==> src/rtl/fsb_pkg.sv <==
`default_nettype none

package fsb_pkg;

  // Default frame size.
  localparam int unsigned FRAME_WIDTH_DEF  = 256;
  localparam int unsigned FRAME_HEIGHT_DEF = 256;

  // Command codes.
  localparam logic [1:0] CMD_RECT   = 2'd0;
  localparam logic [1:0] CMD_CIRCLE = 2'd1;
  localparam logic [1:0] CMD_READ   = 2'd2;
  localparam logic [1:0] CMD_NOP    = 2'd3;

  // Coordinate math width: a 12-bit signed position plus a 12-bit size.
  localparam int CW    = 14;
  // Squared distance per axis, up to 4096 squared.
  localparam int SQW   = 25;
  // Squared radius.
  localparam int R2W   = 22;
  // Pixel counter width.
  localparam int CNT_W = 17;

  localparam logic [CNT_W-1:0] COUNT_MAX    = '1;
  localparam logic [8:0]       ALPHA_OPAQUE = 9'd256;

  // One command beat.
  typedef struct packed {
    logic [1:0]         cmd;
    logic signed [11:0] pos_x;
    logic signed [11:0] pos_y;
    logic [11:0]        rect_width;
    logic [11:0]        rect_height;
    logic [10:0]        radius;
    logic [7:0]         red;
    logic [7:0]         green;
    logic [7:0]         blue;
    logic [8:0]         alpha;
  } fsb_cmd_t;

  // One result beat.
  typedef struct packed {
    logic [23:0]      pixel_value;
    logic             status;
    logic [CNT_W-1:0] pixels_written;
  } fsb_res_t;

  // Source color with alpha already saturated to the opaque value.
  typedef struct packed {
    logic [7:0] red;
    logic [7:0] green;
    logic [7:0] blue;
    logic [8:0] alpha;
  } fsb_src_t;

  // Frame store access request: read an entry, and blend it back next cycle.
  typedef struct packed {
    logic rd;
    logic wb;
  } fsb_acc_t;

  // Rounded blend of one channel: (dest*(256-a) + src*a + 128) >> 8.
  function automatic logic [7:0] blend_ch(input logic [7:0] dest, input logic [7:0] src,
                                          input logic [8:0] a);
    logic [16:0] sum;
    sum = 17'(dest) * 17'(ALPHA_OPAQUE - a) + 17'(src) * 17'(a) + 17'd128;
    return sum[15:8];
  endfunction

endpackage

`default_nettype wire

==> src/rtl/fsb_walker.sv <==
`default_nettype none

module fsb_walker #(
  parameter int unsigned FRAME_WIDTH  = fsb_pkg::FRAME_WIDTH_DEF,
  parameter int unsigned FRAME_HEIGHT = fsb_pkg::FRAME_HEIGHT_DEF,
  localparam int unsigned DEPTH = FRAME_WIDTH * FRAME_HEIGHT,
  localparam int unsigned AW    = (DEPTH > 1) ? $clog2(DEPTH) : 1
) (
  input  logic                         clk_i,
  input  logic                         rst_ni,
  input  logic                         go_i,
  input  fsb_pkg::fsb_cmd_t            cmd_i,
  output fsb_pkg::fsb_acc_t            acc_o,
  output logic [AW-1:0]                addr_o,
  output logic                         done_o,
  output logic [fsb_pkg::CNT_W-1:0]    count_o
);
  import fsb_pkg::*;

  localparam int unsigned XW = $clog2(FRAME_WIDTH + 1);
  localparam int unsigned YW = $clog2(FRAME_HEIGHT + 1);
  localparam int          DW = SQW + 1;

  typedef enum logic [2:0] {W_IDLE, W_BOUNDS, W_DX, W_DY, W_BASE, W_RUN} walk_state_e;

  walk_state_e           state_q;
  logic                  is_rect_q;
  logic signed [CW-1:0]  cx_q, cy_q;
  logic [11:0]           w_q, h_q;
  logic [10:0]           rad_q;
  logic [XW-1:0]         x0_q, x1_q, x_q;
  logic [YW-1:0]         y0_q, y1_q, y_q;
  logic [R2W-1:0]        r2_q;
  logic signed [CW-1:0]  dx0_q, dx_q, dy_q;
  logic [SQW-1:0]        dx0sq_q, dxsq_q, dysq_q;
  logic [AW-1:0]         row_base_q;
  logic [CNT_W-1:0]      cnt_q;
  logic                  done_q;

  logic signed [CW-1:0]   lo_x, hi_x, lo_y, hi_y;
  logic signed [CW-1:0]   dx0, dy0;
  logic signed [2*CW-1:0] dx0_prod, dy0_prod;
  logic [SQW-1:0]         dx_step, dy_step;
  logic                   covered, last_x, last_y, empty;

  // Clamp one box edge into [0, lim].
  function automatic logic [CW-1:0] clamp_edge(input logic signed [CW-1:0] v,
                                               input logic [CW-1:0] lim);
    logic [CW-1:0] res;
    if (v < 0) begin
      res = '0;
    end else if (v > $signed(lim)) begin
      res = lim;
    end else begin
      res = CW'(v);
    end
    return res;
  endfunction

  // Box edges before clamping: a rectangle spans its size, a circle its radius.
  assign lo_x = is_rect_q ? cx_q : cx_q - CW'(rad_q);
  assign hi_x = is_rect_q ? cx_q + CW'(w_q) : cx_q + CW'(rad_q);
  assign lo_y = is_rect_q ? cy_q : cy_q - CW'(rad_q);
  assign hi_y = is_rect_q ? cy_q + CW'(h_q) : cy_q + CW'(rad_q);

  // Offsets of the first pixel corner from the center and their squares.
  assign dx0      = $signed(CW'(x0_q)) - cx_q;
  assign dy0      = $signed(CW'(y0_q)) - cy_q;
  assign dx0_prod = dx0 * dx0;
  assign dy0_prod = dy0 * dy0;

  // Next square from (d+1)^2 = d^2 + 2d + 1.
  assign dx_step = dxsq_q + SQW'(signed'({dx_q, 1'b1}));
  assign dy_step = dysq_q + SQW'(signed'({dy_q, 1'b1}));

  assign covered = is_rect_q || (({1'b0, dxsq_q} + {1'b0, dysq_q}) <= DW'(r2_q));
  assign last_x  = (x_q == x1_q - XW'(1));
  assign last_y  = (y_q == y1_q - YW'(1));
  assign empty   = (x1_q <= x0_q) || (y1_q <= y0_q);

  // Walk sequencer: setup in the BOUNDS, DX, DY and BASE states, then one pixel per cycle.
  always_ff @(posedge clk_i or negedge rst_ni) begin
    if (!rst_ni) begin
      state_q <= W_IDLE;
      done_q  <= 1'b0;
      cnt_q   <= '0;
    end else begin
      done_q <= 1'b0;
      case (state_q)
        W_IDLE: begin
          if (go_i) begin
            is_rect_q <= (cmd_i.cmd == CMD_RECT);
            cx_q      <= CW'(cmd_i.pos_x);
            cy_q      <= CW'(cmd_i.pos_y);
            w_q       <= cmd_i.rect_width;
            h_q       <= cmd_i.rect_height;
            rad_q     <= cmd_i.radius;
            cnt_q     <= '0;
            state_q   <= W_BOUNDS;
          end
        end
        W_BOUNDS: begin
          x0_q    <= XW'(clamp_edge(lo_x, CW'(FRAME_WIDTH)));
          x1_q    <= XW'(clamp_edge(hi_x, CW'(FRAME_WIDTH)));
          y0_q    <= YW'(clamp_edge(lo_y, CW'(FRAME_HEIGHT)));
          y1_q    <= YW'(clamp_edge(hi_y, CW'(FRAME_HEIGHT)));
          r2_q    <= R2W'(rad_q) * R2W'(rad_q);
          state_q <= W_DX;
        end
        W_DX: begin
          if (empty) begin
            done_q  <= 1'b1;
            state_q <= W_IDLE;
          end else begin
            dx0_q   <= dx0;
            dx0sq_q <= dx0_prod[SQW-1:0];
            state_q <= W_DY;
          end
        end
        W_DY: begin
          dy_q    <= dy0;
          dysq_q  <= dy0_prod[SQW-1:0];
          state_q <= W_BASE;
        end
        W_BASE: begin
          row_base_q <= AW'(AW'(y0_q) * AW'(FRAME_WIDTH));
          x_q        <= x0_q;
          y_q        <= y0_q;
          dx_q       <= dx0_q;
          dxsq_q     <= dx0sq_q;
          state_q    <= W_RUN;
        end
        W_RUN: begin
          if (covered && (cnt_q != COUNT_MAX)) begin
            cnt_q <= cnt_q + CNT_W'(1);
          end
          if (last_x) begin
            x_q        <= x0_q;
            dx_q       <= dx0_q;
            dxsq_q     <= dx0sq_q;
            y_q        <= y_q + YW'(1);
            dy_q       <= dy_q + CW'(1);
            dysq_q     <= dy_step;
            row_base_q <= row_base_q + AW'(FRAME_WIDTH);
            if (last_y) begin
              done_q  <= 1'b1;
              state_q <= W_IDLE;
            end
          end else begin
            x_q    <= x_q + XW'(1);
            dx_q   <= dx_q + CW'(1);
            dxsq_q <= dx_step;
          end
        end
        default: begin
          state_q <= W_IDLE;
        end
      endcase
    end
  end

  // Each covered pixel is read and blended back by the frame store.
  assign acc_o.rd = (state_q == W_RUN) && covered;
  assign acc_o.wb = (state_q == W_RUN) && covered;
  assign addr_o   = row_base_q + AW'(x_q);
  assign done_o   = done_q;
  assign count_o  = cnt_q;

endmodule

`default_nettype wire

==> config.mk <==
export PLATFORM = sky130hd
export DESIGN_NAME = fsb_walker
export DESIGN_NICKNAME = d
export VERILOG_FILES = /design/src/rtl/fsb_pkg.sv /design/src/rtl/fsb_walker.sv
export SDC_FILE = /design/constraint.sdc
export NUM_CORES = 2
export LEC_CHECK = 0
export BUFFER_PORTS_ARGS = -buffer_cell sky130_fd_sc_hd__buf_2
export CAP_MARGIN = 20
export CORE_MARGIN = 5
export CORE_UTILIZATION = 50
export CTS_BUF_LIST = sky130_fd_sc_hd__clkbuf_8
export DETAILED_ROUTE_END_ITERATION = 10
export PLACE_DENSITY = 0.67
export SYNTH_ARGS = -nofsm -noshare
export SYNTH_HDL_FRONTEND = slang
export SYNTH_SLANG_ARGS = --single-unit
==> constraint.sdc <==
create_clock -name clk_i -period 11.6 [get_ports clk_i]
set_input_delay 0.58 -clock clk_i [delete_from_list [all_inputs] [get_ports clk_i]]
set_output_delay 0.58 -clock clk_i [all_outputs]
set_load 0.1 [all_outputs]
==> impl_metrics.tcl <==
set metrics [dict create \
    status "finished, final reports clean" \
    avgSynthCellArea_um2 9.34 \
    yosysSeqAreaShare 0.242 \
    syn_inst 3646 \
    multi_input_area_um2 23200 \
    ios 133 \
    crit_type "flop to flop" \
    rsz0062_at_grt "no" \
    timing.slew.headroom 0.314 \
    register_area_um2 8240 \
    post-cts-setup-buffers 0 \
    slew_violations 0 \
    ys_ff_latch 278 \
    crit_top_cell "fa_1" \
    cts_made_buffers 54 \
    row_count 95 \
    tns_ns 0 \
    synthDistinctLibCells 86 \
    clock_skew_ns 0.0437 \
    viasPerCell 5.50 \
    dieArea_um2 73500 \
    root_buffer "clkbuf_8" \
    synth_edf_count 257 \
    grt_max_degree 66 \
    drc 0 \
    first_pass_iters 5 \
    grt_pass1_wl_mm 133 \
    final_cell_mix "inv_1, ha_1, fa_1" \
    fill_cells 6096 \
    grt_pass1_vias 25538 \
    tightestPinTransition_ns 1.02 \
    portBuffers 99 \
    wl_per_cell_um 17.4 \
    cts_buffer_depth 3 \
    antenna_found_initial 2 \
    cts_hold_buf 1 \
    postRouteAntennaNets 0 \
    grt.overflow.total 0 \
    slowest_stage "xnor2_1" \
    dieHeight_um 271 \
    path_clk_slew_ns 0.07 \
    fin_crit_sh 0.794 \
    clock_latency_ns 0.66 \
    synthArstFlopShare 0.0755 \
    worstPathMaxFanout 10 \
    gp_congestion 0.929 \
    dp_hpwl_mm 63.9 \
    vias 25655 \
    area_growth_pct 7.75 \
    max_freq_mhz 109 \
    routed_wl_mm 81.1 \
    drive_gt1_frac 0.0646 \
    core_area_um2 67400 \
    cts_resized 0 \
    diodes 0 \
    cts_sinks 278 \
    finalSetupViolations 0 \
    dr.first_iter.drc_count 1541 \
    layout.cells.most_common "inv_1" \
    cp-end-kind "flop" \
    synth_area_um2 34100 \
    ys_warn_count 0 \
    ys.flop_type "edfxtp_1" \
    startpoint_type "flop" \
    cts_tree "yes" \
    critical_path.max_stage_delay_ns 0.85 \
    period_needed_ns 9.21 \
    htreeDepth 2 \
    hold_slack_ns 0.101 \
    hp-class "input port to flop" \
    nNetsFinal 4584 \
    required_ns 11.98 \
    critPathArrivalTime_ns 9.59 \
    hold_viol_final 0 \
    die_width_um 271 \
    start_util 0.505 \
    grt_usage 0.220 \
    drv_cap 0 \
]
sequential cells by signal, summed over array words and instances (netlist names), 11 cells and up:
name     flops
dxsq_q      25
dysq_q      25
dx0sq_q     23
r2_q        21
count_o     17
dx_q        14
dy_q        14
dx0_q       13
cx_q        12
cy_q        12
h_q         12
w_q         12
rad_q       11
synthesized netlist by cell type, types with 7 or more instances:
cell type,count,share of area
a221oi_1,8,0.0021
xor2_1,93,0.024
o21ai_0,164,0.024
nor2b_1,34,0.0062
or2_2,9,0.0017
o32ai_1,7,0.0018
a21o_1,57,0.013
clkbuf_1,70,0.0077
ha_1,387,0.14
edfxtp_1,257,0.23
a211oi_1,16,0.0035
a2111oi_0,8,0.0021
and2_1,23,0.0042
nor4_1,13,0.0024
nand3b_1,8,0.0018
or3_1,22,0.0040
nor2_1,311,0.034
nand3_1,59,0.0087
a31oi_1,20,0.0037
inv_1,592,0.065
buf_4,9,0.0020
o41ai_1,15,0.0039
and3_1,34,0.0062
clkinv_1,11,0.0012
a21oi_1,211,0.031
o31ai_1,10,0.0022
fa_1,350,0.21
dfrtp_1,21,0.015
nand2_1,318,0.035
nor3_1,63,0.0093
mux2i_1,14,0.0041
o21a_1,31,0.0068
nand4_1,13,0.0024
a41oi_1,8,0.0021
and4b_1,7,0.0021
o211ai_1,13,0.0029
o21bai_1,25,0.0055
nand2b_1,37,0.0068
a21boi_0,10,0.0022
xnor2_1,173,0.044
layer usage:
layer	GRT usage	wire length, um
met5	0	0
met4	0.0570	1950
met3	0.0282	4410
met2	0.365	37900
met1	0.308	36900
final timing paths:
| check | slack, ns | cells past startpoint | endpoint | from |
|---|---|---|---|---|
| setup / recovery | 2.39 | 30 | dysq_q[23] | cy_q[1] |
| max in group asynchronous | 10.84 | 3 | state_q[2] | rst_ni |
| setup reg to reg | 2.39 | 30 | dysq_q[23] | cy_q[1] |
| hold reg to reg | 0.50 | 1 | count_o[9] | count_o[9] |
| hold / removal | 0.10 | 1 | rad_q[0] | cmd_i[33] |
| min in group asynchronous | 0.45 | 3 | count_o[3] | rst_ni |
final cells by class:
class,instances,share of cell area
clock inverters,42,0.00893
inverters,605,0.0619
clock buffers,56,0.0210
well taps,873,0.0298
flip-flops and latches,278,0.225
repair buffers,133,0.0209
multi-input cells,2678,0.633
stage by stage:
stage                     std cells  utilization  setup WS, ns  cell area, um2
final                          4665        0.545          2.39           36700
after global routing           4665        0.545          1.48           36700
after CTS                      4664        0.544          2.40           36700
after detailed placement       4565        0.528          2.46           35600
after global placement         4565        0.528          2.62           35600
after floorplan                3649            -          3.36           34100
critical path: cells and delay by family (launching register included):
family | cells | cell delay (ns)
adders and majority gates | 8 | 3.36
AOI/OAI and AO/OA | 9 | 1.95
and+or+nand+nor | 7 | 1.15
xor gates and xnor gates | 2 | 0.98
buffers and inverters | 3 | 0.77
DFF | 1 | 0.66
muxes | 1 | 0.09
kinds of logic (layout without fill, tap and decap cells):
family                   Yosys count  after routing  synth area share
other                              1              4          0.000110
AO/OA/AOI/OAI                    679            679             0.128
multiplexers                      17             17           0.00511
AND/OR/NAND/NOR                  975            975             0.131
adder cells (fa/ha/maj)          737            737             0.348
buffers and inverters            693            836            0.0776
flip-flops                       278            278             0.242
XOR/XNOR                         266            266            0.0684
Power is left out: the tool's default activity adds up to more than one toggle a clock period on the data nets, which glitch-free logic cannot reach.
